--- config.mk ---
export PLATFORM = sky130hd
export DESIGN_NAME = sine_taylor_series_unit_flat
export DESIGN_NICKNAME = d
export VERILOG_FILES = /design/src/sts_pkg.sv /design/src/sts_req_if.sv /design/src/sts_rsp_if.sv /design/src/sts_mul.sv /design/src/sts_reduce.sv /design/src/sts_series.sv /design/src/sine_taylor_series_unit.sv /design/src/flat_wrapper.sv
export SDC_FILE = /design/constraint.sdc
export NUM_CORES = 2
export LEC_CHECK = 0
export BUFFER_PORTS_ARGS = -buffer_cell sky130_fd_sc_hd__buf_4
export CORE_MARGIN = 8
export CORE_UTILIZATION = 30
export CTS_CLUSTER_DIAMETER = 100
export DETAILED_ROUTE_END_ITERATION = 7
export GPL_TIMING_DRIVEN = 0
export PLACE_DENSITY_LB_ADDON = 0.2
export SYNTH_ARGS = -nofsm -noshare
export SYNTH_HDL_FRONTEND = slang
export SYNTH_SLANG_ARGS = --single-unit
--- constraint.sdc ---
create_clock -name clock -period 15.5 [get_ports clock]
set_clock_uncertainty 0.15 [all_clocks]
set_input_delay 3.1 -clock clock [delete_from_list [all_inputs] [get_ports clock]]
set_output_delay 3.1 -clock clock [all_outputs]
set_load 0.01 [all_outputs]
--- src/sts_pkg.sv ---
// ----------------------------------------------------------------------------
// sts_pkg
// widths, constants, tables and shared types of the sine taylor series unit
// ----------------------------------------------------------------------------
package sts_pkg;

   // channel and register fields
   localparam int ANGLE_W = 32;
   localparam int SINE_W = 32;
   localparam int THR_W = 31;
   localparam logic [THR_W-1:0] THR_RESET = 31'd10737;
   localparam int DEFAULT_MAX_TERMS = 12;

   // range reduction, 48 fraction bits
   localparam int ANGLE_FRAC_SHIFT = 24;
   localparam int RED_W = 58;
   localparam logic [RED_W-1:0] PI_Q48 = RED_W'(64'h0003_243F_6A88_85A3);
   localparam logic [RED_W-1:0] TWO_PI_Q48 = RED_W'(64'h0006_487E_D511_0B46);
   localparam int FOLD_W = 3;
   localparam logic [FOLD_W-1:0] FOLD_TOP = 3'd5;
   localparam int XM_SHIFT = 18;
   localparam int XM_W = 32;

   // series arithmetic, 30 fraction bits
   localparam int FRAC_W = 30;
   localparam int X2_W = 34;
   localparam int SUM_W = 38;
   localparam logic signed [SUM_W-1:0] ONE_Q30 = SUM_W'(64'd1073741824);
   localparam int KCNT_W = 5;
   localparam int TERM_SLOTS = 16;
   localparam int TERM_IDX_W = 4;

   // shared multiplier: a times b, b taken in chunks, most significant first
   localparam int MUL_A_W = 36;
   localparam int MUL_CHUNK_W = 18;
   localparam int MUL_B_W = 54;
   localparam int MUL_P_W = 90;
   localparam int MUL_CNT_W = 2;
   localparam logic [MUL_CNT_W-1:0] SQ_CHUNKS = 2'd2;
   localparam logic [MUL_CNT_W-1:0] PROD_CHUNKS = 2'd2;
   localparam logic [MUL_CNT_W-1:0] QUOT_CHUNKS = 2'd3;

   // division by (2k)(2k+1): reciprocal ceil(2^46 / d), exact for dividends below 2^36
   localparam int RECIP_SHIFT = 46;
   localparam int RECIP_W = 44;
   localparam logic [63:0] RECIP_ONE = 64'd1 << RECIP_SHIFT;
   localparam int HALF_W = 10;

   localparam logic [RECIP_W-1:0] RECIP_TABLE [TERM_SLOTS] = '{
      RECIP_W'(64'd0),
      RECIP_W'((RECIP_ONE + 64'd5) / 64'd6),
      RECIP_W'((RECIP_ONE + 64'd19) / 64'd20),
      RECIP_W'((RECIP_ONE + 64'd41) / 64'd42),
      RECIP_W'((RECIP_ONE + 64'd71) / 64'd72),
      RECIP_W'((RECIP_ONE + 64'd109) / 64'd110),
      RECIP_W'((RECIP_ONE + 64'd155) / 64'd156),
      RECIP_W'((RECIP_ONE + 64'd209) / 64'd210),
      RECIP_W'((RECIP_ONE + 64'd271) / 64'd272),
      RECIP_W'((RECIP_ONE + 64'd341) / 64'd342),
      RECIP_W'((RECIP_ONE + 64'd419) / 64'd420),
      RECIP_W'((RECIP_ONE + 64'd505) / 64'd506),
      RECIP_W'((RECIP_ONE + 64'd599) / 64'd600),
      RECIP_W'((RECIP_ONE + 64'd701) / 64'd702),
      RECIP_W'((RECIP_ONE + 64'd811) / 64'd812),
      RECIP_W'((RECIP_ONE + 64'd929) / 64'd930)
   };

   // half divisor k(2k+1), added before the division for round to nearest
   localparam logic [HALF_W-1:0] HALF_TABLE [TERM_SLOTS] = '{
      10'd0, 10'd3, 10'd10, 10'd21, 10'd36, 10'd55, 10'd78, 10'd105,
      10'd136, 10'd171, 10'd210, 10'd253, 10'd300, 10'd351, 10'd406, 10'd465
   };

   typedef struct packed {
      logic start;
      logic [MUL_A_W-1:0] a;
      logic [MUL_B_W-1:0] b;
      logic [MUL_CNT_W-1:0] chunks;
   } mul_cmd_type;

   typedef struct packed {
      logic done;
      logic [MUL_P_W-1:0] product;
   } mul_rsp_type;

   typedef struct packed {
      logic done;
      logic neg;
      logic [XM_W-1:0] xm;
   } red_rsp_type;

   typedef struct packed {
      logic done;
      logic [SINE_W-1:0] sine_value;
   } ser_rsp_type;

endpackage

--- src/sts_req_if.sv ---
// ----------------------------------------------------------------------------
// sts_req_if
// request channel: one angle per transaction
// ----------------------------------------------------------------------------
interface sts_req_if import sts_pkg::*; ();

   logic valid;
   logic ready;
   logic signed [ANGLE_W-1:0] angle;

   modport source (output valid, output angle, input ready);
   modport sink (input valid, input angle, output ready);

endinterface

--- src/sts_rsp_if.sv ---
// ----------------------------------------------------------------------------
// sts_rsp_if
// response channel: one sine value per transaction
// ----------------------------------------------------------------------------
interface sts_rsp_if import sts_pkg::*; ();

   logic valid;
   logic ready;
   logic signed [SINE_W-1:0] sine_value;

   modport source (output valid, output sine_value, input ready);
   modport sink (input valid, input sine_value, output ready);

endinterface

--- src/sts_mul.sv ---
// ----------------------------------------------------------------------------
// sts_mul
// shared multiplier, one 36 x 18 partial product per cycle into an accumulator
// ----------------------------------------------------------------------------
module sts_mul import sts_pkg::*; (
   input  logic        clock,
   input  logic        reset,
   input  mul_cmd_type mul_cmd,
   output mul_rsp_type mul_rsp
);

   logic                   active_ff, active_in;
   logic                   done_ff, done_in;
   logic [MUL_A_W-1:0]     a_ff, a_in;
   logic [MUL_B_W-1:0]     b_ff, b_in;
   logic [MUL_CNT_W-1:0]   idx_ff, idx_in;
   logic [MUL_P_W-1:0]     acc_ff, acc_in;
   logic [MUL_CHUNK_W-1:0] chunk;
   logic [MUL_A_W+MUL_CHUNK_W-1:0] part;

   assign chunk = b_ff[idx_ff*MUL_CHUNK_W +: MUL_CHUNK_W];
   assign part = a_ff * chunk;

   always_comb begin
      active_in = active_ff;
      done_in = 1'b0;
      a_in = a_ff;
      b_in = b_ff;
      idx_in = idx_ff;
      acc_in = acc_ff;
      if (mul_cmd.start) begin
         active_in = 1'b1;
         a_in = mul_cmd.a;
         b_in = mul_cmd.b;
         idx_in = mul_cmd.chunks - MUL_CNT_W'(1);
         acc_in = '0;
      end else if (active_ff) begin
         acc_in = {acc_ff[MUL_P_W-MUL_CHUNK_W-1:0], {MUL_CHUNK_W{1'b0}}} + MUL_P_W'(part);
         if (idx_ff == '0) begin
            active_in = 1'b0;
            done_in = 1'b1;
         end else begin
            idx_in = idx_ff - MUL_CNT_W'(1);
         end
      end
   end

   always_ff @(posedge clock) begin
      if (reset) begin
         active_ff <= 1'b0;
         done_ff <= 1'b0;
      end else begin
         active_ff <= active_in;
         done_ff <= done_in;
      end
   end

   always_ff @(posedge clock) begin
      a_ff <= a_in;
      b_ff <= b_in;
      idx_ff <= idx_in;
      acc_ff <= acc_in;
   end

   assign mul_rsp.done = done_ff;
   assign mul_rsp.product = acc_ff;

endmodule

--- src/sts_reduce.sv ---
// ----------------------------------------------------------------------------
// sts_reduce
// folds the angle into [-pi, pi) by compare and subtract of 2*pi multiples
// ----------------------------------------------------------------------------
module sts_reduce import sts_pkg::*; (
   input  logic                      clock,
   input  logic                      reset,
   input  logic                      start,
   input  logic signed [ANGLE_W-1:0] angle,
   output red_rsp_type               red_rsp
);

   localparam logic [1:0] R_IDLE  = 2'd0;
   localparam logic [1:0] R_WRAP  = 2'd1;
   localparam logic [1:0] R_FOLD  = 2'd2;
   localparam logic [1:0] R_ROUND = 2'd3;

   logic [1:0]        state_ff, state_in;
   logic              done_ff, done_in;
   logic [RED_W-1:0]  v_ff, v_in;
   logic [FOLD_W-1:0] j_ff, j_in;
   logic              neg_ff, neg_in;
   logic [XM_W-1:0]   xm_ff, xm_in;

   logic [RED_W-1:0] a48;
   logic [RED_W-1:0] cand;
   logic [RED_W-1:0] r;
   logic [RED_W-1:0] mag;
   logic [RED_W-1:0] mag_rnd;

   assign a48 = {{(RED_W-ANGLE_W-ANGLE_FRAC_SHIFT){angle[ANGLE_W-1]}}, angle,
                 {ANGLE_FRAC_SHIFT{1'b0}}};
   assign cand = v_ff - (TWO_PI_Q48 << j_ff);
   assign r = v_ff - PI_Q48;
   assign mag = r[RED_W-1] ? (~r + RED_W'(1)) : r;
   assign mag_rnd = mag + (RED_W'(1) << (XM_SHIFT-1));

   always_comb begin
      state_in = state_ff;
      done_in = 1'b0;
      v_in = v_ff;
      j_in = j_ff;
      neg_in = neg_ff;
      xm_in = xm_ff;
      case (state_ff)
         R_IDLE: begin
            if (start) begin
               v_in = a48 + PI_Q48;
               state_in = R_WRAP;
            end
         end
         R_WRAP: begin
            if (v_ff[RED_W-1]) begin
               v_in = v_ff + (TWO_PI_Q48 << FOLD_TOP);
            end
            j_in = FOLD_TOP;
            state_in = R_FOLD;
         end
         R_FOLD: begin
            if (!cand[RED_W-1]) begin
               v_in = cand;
            end
            j_in = j_ff - FOLD_W'(1);
            if (j_ff == '0) begin
               state_in = R_ROUND;
            end
         end
         R_ROUND: begin
            neg_in = r[RED_W-1];
            xm_in = mag_rnd[XM_SHIFT +: XM_W];
            done_in = 1'b1;
            state_in = R_IDLE;
         end
         default: begin
            state_in = R_IDLE;
         end
      endcase
   end

   always_ff @(posedge clock) begin
      if (reset) begin
         state_ff <= R_IDLE;
         done_ff <= 1'b0;
      end else begin
         state_ff <= state_in;
         done_ff <= done_in;
      end
   end

   always_ff @(posedge clock) begin
      v_ff <= v_in;
      j_ff <= j_in;
      neg_ff <= neg_in;
      xm_ff <= xm_in;
   end

   assign red_rsp.done = done_ff;
   assign red_rsp.neg = neg_ff;
   assign red_rsp.xm = xm_ff;

endmodule

--- src/sts_series.sv ---
// ----------------------------------------------------------------------------
// sts_series
// term sequencer: each term is term * x^2 / ((2k)(2k+1)) on the shared multiplier
// ----------------------------------------------------------------------------
module sts_series import sts_pkg::*; #(
   parameter int MAX_TERMS = DEFAULT_MAX_TERMS
) (
   input  logic             clock,
   input  logic             reset,
   input  red_rsp_type      red_rsp,
   input  logic [THR_W-1:0] stop_threshold,
   output ser_rsp_type      ser_rsp
);

   localparam logic [2:0] S_IDLE = 3'd0;
   localparam logic [2:0] S_SQ   = 3'd1;
   localparam logic [2:0] S_ADD  = 3'd2;
   localparam logic [2:0] S_PROD = 3'd3;
   localparam logic [2:0] S_QUOT = 3'd4;
   localparam logic [2:0] S_FIN  = 3'd5;
   localparam int RND_W = 70;

   logic [2:0]               state_ff, state_in;
   logic                     done_ff, done_in;
   logic [KCNT_W-1:0]        k_ff, k_in;
   logic [MUL_A_W-1:0]       t_ff, t_in;
   logic [X2_W-1:0]          x2_ff, x2_in;
   logic signed [SUM_W-1:0]  sum_ff, sum_in;
   logic                     neg_ff, neg_in;
   logic [XM_W-1:0]          xm_ff, xm_in;
   logic [SINE_W-1:0]        sine_ff, sine_in;

   mul_cmd_type              mul_cmd;
   mul_rsp_type              mul_rsp;
   logic [HALF_W-1:0]        half_sel;
   logic [RND_W-1:0]         rnd_sum;
   logic [KCNT_W-1:0]        k_next;
   logic                     stop;
   logic signed [SUM_W-1:0]  t_ext;
   logic signed [SUM_W-1:0]  sat;
   logic signed [SUM_W-1:0]  signed_res;

   sts_mul u_mul (
      .clock   (clock),
      .reset   (reset),
      .mul_cmd (mul_cmd),
      .mul_rsp (mul_rsp)
   );

   assign half_sel = (state_ff == S_PROD) ? HALF_TABLE[k_ff[TERM_IDX_W-1:0]] : '0;
   assign rnd_sum = mul_rsp.product[RND_W-1:0] + RND_W'({half_sel, {FRAC_W{1'b0}}})
                    + (RND_W'(1) << (FRAC_W-1));
   assign k_next = k_ff + KCNT_W'(1);
   assign stop = (t_ff <= MUL_A_W'(stop_threshold)) || (k_next >= KCNT_W'(MAX_TERMS));
   assign t_ext = {{(SUM_W-MUL_A_W){1'b0}}, t_ff};
   assign sat = (sum_ff > ONE_Q30) ? ONE_Q30 : ((sum_ff < -ONE_Q30) ? -ONE_Q30 : sum_ff);
   assign signed_res = neg_ff ? -sat : sat;

   always_comb begin
      state_in = state_ff;
      done_in = 1'b0;
      k_in = k_ff;
      t_in = t_ff;
      x2_in = x2_ff;
      sum_in = sum_ff;
      neg_in = neg_ff;
      xm_in = xm_ff;
      sine_in = sine_ff;
      mul_cmd = '0;
      case (state_ff)
         S_IDLE: begin
            if (red_rsp.done) begin
               xm_in = red_rsp.xm;
               neg_in = red_rsp.neg;
               mul_cmd.start = 1'b1;
               mul_cmd.a = MUL_A_W'(red_rsp.xm);
               mul_cmd.b = MUL_B_W'(red_rsp.xm);
               mul_cmd.chunks = SQ_CHUNKS;
               state_in = S_SQ;
            end
         end
         S_SQ: begin
            if (mul_rsp.done) begin
               x2_in = rnd_sum[FRAC_W +: X2_W];
               t_in = MUL_A_W'(xm_ff);
               sum_in = '0;
               k_in = '0;
               state_in = S_ADD;
            end
         end
         S_ADD: begin
            k_in = k_next;
            sum_in = k_ff[0] ? (sum_ff - t_ext) : (sum_ff + t_ext);
            if (stop) begin
               state_in = S_FIN;
            end else begin
               mul_cmd.start = 1'b1;
               mul_cmd.a = t_ff;
               mul_cmd.b = MUL_B_W'(x2_ff);
               mul_cmd.chunks = PROD_CHUNKS;
               state_in = S_PROD;
            end
         end
         S_PROD: begin
            if (mul_rsp.done) begin
               mul_cmd.start = 1'b1;
               mul_cmd.a = rnd_sum[FRAC_W +: MUL_A_W];
               mul_cmd.b = MUL_B_W'(RECIP_TABLE[k_ff[TERM_IDX_W-1:0]]);
               mul_cmd.chunks = QUOT_CHUNKS;
               state_in = S_QUOT;
            end
         end
         S_QUOT: begin
            if (mul_rsp.done) begin
               t_in = mul_rsp.product[RECIP_SHIFT +: MUL_A_W];
               state_in = S_ADD;
            end
         end
         S_FIN: begin
            sine_in = signed_res[SINE_W-1:0];
            done_in = 1'b1;
            state_in = S_IDLE;
         end
         default: begin
            state_in = S_IDLE;
         end
      endcase
   end

   always_ff @(posedge clock) begin
      if (reset) begin
         state_ff <= S_IDLE;
         done_ff <= 1'b0;
      end else begin
         state_ff <= state_in;
         done_ff <= done_in;
      end
   end

   always_ff @(posedge clock) begin
      k_ff <= k_in;
      t_ff <= t_in;
      x2_ff <= x2_in;
      sum_ff <= sum_in;
      neg_ff <= neg_in;
      xm_ff <= xm_in;
      sine_ff <= sine_in;
   end

   assign ser_rsp.done = done_ff;
   assign ser_rsp.sine_value = sine_ff;

endmodule

--- src/sine_taylor_series_unit.sv ---
// ----------------------------------------------------------------------------
// sine_taylor_series_unit
// sine of a Q8.24 angle in radians, returned in Q2.30, by Taylor series
//
// req_channel carries one angle per transaction, rsp_channel one sine value.
// csr_write_data is the stop threshold (term magnitude, unsigned Q1.30), written
// on any edge with csr_write_enable high; reset value 10737.
// N terms are summed, N being 1 to MAX_TERMS (twelve by default). the
// range fold runs a wrap step, six compare and subtract steps and a
// rounding step; each term then runs on the shared 36 x 18 multiplier,
// which takes two 18-bit chunks for term * x^2 and three for the
// reciprocal divide.
// one transaction is in flight at a time: req ready is high only while the
// unit is idle, and the next request can be taken while a finished response
// still sits in the output register.
// when the receiver stalls, a new result waits inside the unit until the
// output register frees, and no request is taken meanwhile.
// reset (synchronous) empties the unit and restores the threshold.
// ----------------------------------------------------------------------------
module sine_taylor_series_unit import sts_pkg::*; #(
   parameter int MAX_TERMS = DEFAULT_MAX_TERMS
) (
   input  logic             clock,
   input  logic             reset,
   sts_req_if.sink          req_channel,
   sts_rsp_if.source        rsp_channel,
   input  logic             csr_write_enable,
   input  logic [THR_W-1:0] csr_write_data
);

   localparam logic [1:0] T_IDLE = 2'd0;
   localparam logic [1:0] T_BUSY = 2'd1;
   localparam logic [1:0] T_HOLD = 2'd2;

   logic [1:0]        state_ff, state_in;
   logic [THR_W-1:0]  thr_ff, thr_in;
   logic              rsp_valid_ff, rsp_valid_in;
   logic [SINE_W-1:0] rsp_data_ff, rsp_data_in;

   logic        req_accept;
   logic        slot_free;
   logic        load;
   red_rsp_type red_rsp;
   ser_rsp_type ser_rsp;

   sts_reduce u_reduce (
      .clock   (clock),
      .reset   (reset),
      .start   (req_accept),
      .angle   (req_channel.angle),
      .red_rsp (red_rsp)
   );

   sts_series #(
      .MAX_TERMS (MAX_TERMS)
   ) u_series (
      .clock          (clock),
      .reset          (reset),
      .red_rsp        (red_rsp),
      .stop_threshold (thr_ff),
      .ser_rsp        (ser_rsp)
   );

   assign req_channel.ready = (state_ff == T_IDLE);
   assign req_accept = req_channel.valid && req_channel.ready;
   assign slot_free = !rsp_valid_ff || rsp_channel.ready;
   assign load = slot_free && (((state_ff == T_BUSY) && ser_rsp.done) || (state_ff == T_HOLD));

   always_comb begin
      state_in = state_ff;
      case (state_ff)
         T_IDLE: begin
            if (req_accept) begin
               state_in = T_BUSY;
            end
         end
         T_BUSY: begin
            if (ser_rsp.done) begin
               state_in = slot_free ? T_IDLE : T_HOLD;
            end
         end
         T_HOLD: begin
            if (slot_free) begin
               state_in = T_IDLE;
            end
         end
         default: begin
            state_in = T_IDLE;
         end
      endcase
   end

   assign thr_in = csr_write_enable ? csr_write_data : thr_ff;
   assign rsp_valid_in = load ? 1'b1 : (rsp_channel.ready ? 1'b0 : rsp_valid_ff);
   assign rsp_data_in = load ? ser_rsp.sine_value : rsp_data_ff;

   always_ff @(posedge clock) begin
      if (reset) begin
         state_ff <= T_IDLE;
         thr_ff <= THR_RESET;
         rsp_valid_ff <= 1'b0;
      end else begin
         state_ff <= state_in;
         thr_ff <= thr_in;
         rsp_valid_ff <= rsp_valid_in;
      end
   end

   always_ff @(posedge clock) begin
      rsp_data_ff <= rsp_data_in;
   end

   assign rsp_channel.valid = rsp_valid_ff;
   assign rsp_channel.sine_value = rsp_data_ff;

endmodule
--- src/flat_wrapper.sv ---
// flat-port wrapper written by rule: the top's interface ports become plain ports
module sine_taylor_series_unit_flat import sts_pkg::*;
#(
   parameter int MAX_TERMS = DEFAULT_MAX_TERMS
)
  (clock, reset, csr_write_enable, csr_write_data, req_channel_valid, req_channel_angle, req_channel_ready, rsp_channel_valid, rsp_channel_sine_value, rsp_channel_ready);
  sts_req_if req_channel_i ();
  sts_rsp_if rsp_channel_i ();
  input  logic clock;
  input  logic reset;
  input  logic csr_write_enable;
  input  logic [THR_W-1:0] csr_write_data;
  input wire logic [$bits(req_channel_i.valid)-1:0] req_channel_valid;
  input wire logic [$bits(req_channel_i.angle)-1:0] req_channel_angle;
  output wire logic [$bits(req_channel_i.ready)-1:0] req_channel_ready;
  output wire logic [$bits(rsp_channel_i.valid)-1:0] rsp_channel_valid;
  output wire logic [$bits(rsp_channel_i.sine_value)-1:0] rsp_channel_sine_value;
  input wire logic [$bits(rsp_channel_i.ready)-1:0] rsp_channel_ready;
  assign req_channel_i.valid = req_channel_valid;
  assign req_channel_i.angle = req_channel_angle;
  assign req_channel_ready = req_channel_i.ready;
  assign rsp_channel_valid = rsp_channel_i.valid;
  assign rsp_channel_sine_value = rsp_channel_i.sine_value;
  assign rsp_channel_i.ready = rsp_channel_ready;
  sine_taylor_series_unit #(.MAX_TERMS(MAX_TERMS)) u_core (.clock(clock), .reset(reset), .req_channel(req_channel_i), .rsp_channel(rsp_channel_i), .csr_write_enable(csr_write_enable), .csr_write_data(csr_write_data));
endmodule
==> results.py <==
metrics = {
    "grt": {
        "grt_pass1_vias": 46300,
        "grt.overflow.total": 0,
        "grt_max_degree": 43,
        "antenna_found_initial": 19,
        "grt_pass1_wl_um": 312000,
        "gr-usage-all-layers_pct": 20.7,
    },
    "sta": {
        "slew_violations": 0,
        "grt_setup_unrepaired": "false",
        "max_freq_mhz": 79.9,
        "tns_ns": 0,
        "relSlewSlack_pct": 5.16,
        "fin_crit_ns": 12.51,
        "worstMarginPinSlew_ns": 1.42,
        "hold_viol": 0,
        "setup_ws_ns": 2.99,
        "setup_violations": 0,
        "min_period_over_period_pct": 80.7,
    },
    "floorplan": {
        "rows": 158,
        "die_h_um": 447,
        "core_sq_um": 185000,
        "io_pins": 102,
        "dieArea_sq_um": 200000,
        "die_w_um": 447,
        "start_util_pct": 30.1,
    },
    "logic_synthesis": {
        "syn_nets": 7098,
        "synth-edff-count": 385,
        "ys_types": 105,
        "netlist_area_sq_um": 55800,
        "synth_warnings": 0,
        "yosysSeqAreaShare_pct": 25.2,
        "syn_inst": 6136,
        "yosys_register_bits": 510,
        "synthArstFlopShare_pct": 0,
        "synth.avg_cell_area_sq_um": 9.10,
        "synth_ff_type": "edfxtp_1",
    },
    "worst_setup_path": {
        "start_kind": "register",
        "reg2reg_from": "u_core.u_series.u_mul.idx_ff[0]$_DFFE_PP_",
        "worst-path-stages": 28,
        "path_buf_inv": 6,
        "endpoint_kind": "register",
        "crit_path_end": "u_core.u_series.u_mul.acc_ff[80]$_SDFFE_PP0P_",
        "crit_family": "adder cells",
        "reg2reg_setup_slack_ns": 2.99,
        "slowest_stage": "nor2_1",
        "cp_max_fo": 11,
        "cp.required_ns": 15.89,
        "critical_path.max_stage_delay_ns": 1.07,
        "r2r_end": "u_core.u_series.u_mul.acc_ff[80]$_SDFFE_PP0P_",
        "crit_type": "register to register",
        "cpMostUsedCell": "fa_1",
        "critPathLaunch": "u_core.u_series.u_mul.idx_ff[0]$_DFFE_PP_",
        "r2r_cells": 28,
        "arrival_ns": 12.91,
    },
    "detailed_routing": {
        "first_pass_iters": 6,
        "ant_nets": 0,
        "wl_met1_um": 91800,
        "drc": 0,
        "viasPerCell": 5.17,
        "post_drt_wl_per_cell_um": 23.7,
        "highest_layer": "met5",
        "wl_met3_um": 12400,
        "wl_met2_um": 98200,
        "num_vias": 45800,
        "dr.first_iter.drc_count": 4092,
        "finalWirelength_um": 210000,
    },
    "layout": {
        "area_delta_synth_final_pct": 11.3,
        "layout_common_cells": "inv_1, nand2_1, fa_1",
        "fin_cells": 8854,
        "final_net_count": 7276,
        "drive_gt1_share_pct": 5.51,
        "layout_commonest_cell": "inv_1",
    },
    "cts": {
        "cts_buffers": 61,
        "cts_max_path_buffers": 3,
        "cts_hold_buf": 0,
        "cts.reportedPaths.clkPinSlew_ns": 0.06,
        "post_cts_resize_count": 0,
        "numClockSinks": 510,
        "post_cts_buffers": 0,
        "cts-root-buf": "clkbuf_16",
        "worst_skew_pair.late_latency_ns": 0.75,
        "htreeDepth": 2,
        "cts_tree": "yes",
    },
    "status": {
        "status": "finished, final reports clean",
    },
    "place": {
        "dp_cells": 8730,
        "dp_hpwl_um": 171000,
        "gp_congestion": 0.927,
        "port_buffers": 99,
        "dp_slack_ns": 2.95,
    },
    "hold_path": {
        "hold_class": "register to register",
    },
    "flow_run": {
        "maxCapViolCount": 0,
    },
}
==> worst register-to-register path, delay by kind of cell (launching register included) <==
family / cells / cell delay (ns)
flip-flops: 1 / 0.32
buffers and inverters: 6 / 2.28
XOR/XNOR: 1 / 0.16
adder cells (fa/ha/maj): 7 / 3.46
AO/OA/AOI/OAI: 7 / 3.20
AND/OR/NAND/NOR: 6 / 2.61
multiplexers: 1 / 0.17
==> how the worst min path moves through the flow <==
stage,from,endpoint,slack [ns],cells past startpoint
6_report,u_core.u_series.sine_ff[1]$_DFFE_PP_,u_core.rsp_channel.sine_value[1]$_DFFE_PP_,0.27,0
5_1_grt,u_core.u_series.sine_ff[17]$_DFFE_PP_,u_core.rsp_channel.sine_value[17]$_DFFE_PP_,0.27,0
4_1_cts,u_core.u_series.sine_ff[23]$_DFFE_PP_,u_core.rsp_channel.sine_value[23]$_DFFE_PP_,0.27,0
3_5_place_dp,u_core.u_series.sine_ff[16]$_DFFE_PP_,u_core.rsp_channel.sine_value[16]$_DFFE_PP_,0.25,0
3_3_place_gp,u_core.u_series.sine_ff[26]$_DFFE_PP_,u_core.rsp_channel.sine_value[26]$_DFFE_PP_,0.25,0
2_1_floorplan,u_core.u_series.sine_ff[0]$_DFFE_PP_,u_core.rsp_channel.sine_value[0]$_DFFE_PP_,0.25,0
==> synth_stat cells (12+ instances only) <==
library cell | number | area share [%]
o31ai_1 | 29 | 0.39
clkbuf_1 | 274 | 1.8
a221o_1 | 35 | 0.63
nor3_1 | 89 | 0.80
and3_1 | 43 | 0.48
mux2i_1 | 100 | 1.8
a31oi_1 | 51 | 0.57
nand3_1 | 98 | 0.88
o21a_1 | 29 | 0.39
nor3b_1 | 12 | 0.16
mux2_2 | 36 | 0.73
inv_1 | 809 | 5.4
o21ai_0 | 171 | 1.5
buf_1 | 23 | 0.15
o221ai_1 | 14 | 0.22
o211ai_1 | 33 | 0.44
a22oi_1 | 24 | 0.32
edfxtp_1 | 385 | 21
dfxtp_1 | 125 | 4.5
fa_1 | 582 | 21
a221oi_1 | 16 | 0.25
a211oi_1 | 34 | 0.46
a21o_1 | 139 | 1.9
and4_1 | 19 | 0.30
o21bai_1 | 39 | 0.52
or2_2 | 26 | 0.29
a21oi_1 | 318 | 2.9
nand2_1 | 667 | 4.5
nor4_1 | 29 | 0.32
and2_1 | 360 | 4.0
o22ai_1 | 14 | 0.16
nand4_1 | 57 | 0.64
xor2_1 | 148 | 2.3
ha_1 | 312 | 7.0
a211o_1 | 18 | 0.28
xnor2_1 | 252 | 4.0
nor2_1 | 387 | 2.6
a21boi_0 | 15 | 0.20
nor2b_1 | 53 | 0.59
nand2b_1 | 41 | 0.46
or3_1 | 28 | 0.31
nand3b_1 | 14 | 0.19
==> state kept, by name, indices dropped and copies added, names as in the netlist, 2 cells and up, named ones only <==
| signal | flops |
|---|---|
| u_core.u_reduce.j_ff | 3 |
| u_core.u_reduce.state_ff | 2 |
| u_core.u_series.k_ff | 5 |
| u_core.u_series.xm_ff | 32 |
| u_core.u_reduce.v_ff | 57 |
| u_core.u_series.u_mul.a_ff | 36 |
| u_core.thr_ff | 31 |
| u_core.u_series.u_mul.idx_ff | 2 |
| u_core.u_series.x2_ff | 34 |
| u_core.u_series.sum_ff | 38 |
| u_core.u_reduce.xm_ff | 32 |
| u_core.u_series.sine_ff | 32 |
| u_core.u_series.u_mul.b_ff | 43 |
| u_core.rsp_channel.sine_value | 32 |
| u_core.u_series.state_ff | 3 |
| u_core.state_ff | 2 |
| u_core.u_series.t_ff | 36 |
| u_core.u_series.u_mul.acc_ff | 82 |
==> through the flow <==
step / instance area, sq um / util, % / hold WS (ns)
2_1_floorplan: 55800 / - / 0.250
3_3_place_gp: 59700 / 32.2 / 0.253
3_5_place_dp: 60100 / 32.4 / 0.255
4_1_cts: 62100 / 33.5 / 0.270
5_1_grt: 62100 / 33.5 / 0.274
6_report: 62200 / 33.6 / 0.268
==> layer usage <==
layer	up-vias	track usage (%)
met5	-	0
met4	4	6.40
met3	281	2.28
met2	1532	34.3
met1	23100	28.3
li1	20900	-
==> final cells by class <==
class / instances / area [sq um]
Tap cell: 2480 / 3100
Timing Repair Buffer: 115 / 1050
Antenna cell: 7 / 17.5
Buffer: 311 / 1200
Inverter: 813 / 3050
Clock inverter: 43 / 435
Fill cell: 19400 / 123000
Sequential cell: 510 / 14100
Clock buffer: 73 / 1610
Multi-Input combinational cell: 4502 / 37600
==> cells by family (layout without fill, tap and decap cells) <==
kind of cell,after synthesis,in the layout,synth area share [%]
simple gates,1978,1978,17.5
buf+inv,1124,1355,7.61
compound gates,1092,1092,13.0
fa+ha+maj,894,894,27.9
flops,510,510,25.2
xor+xnor,402,402,6.33
mux,136,136,2.52
other cells,0,7,0
Power is left out: the tool's default activity adds up to more than one toggle a clock period on the data nets, which glitch-free logic cannot reach.
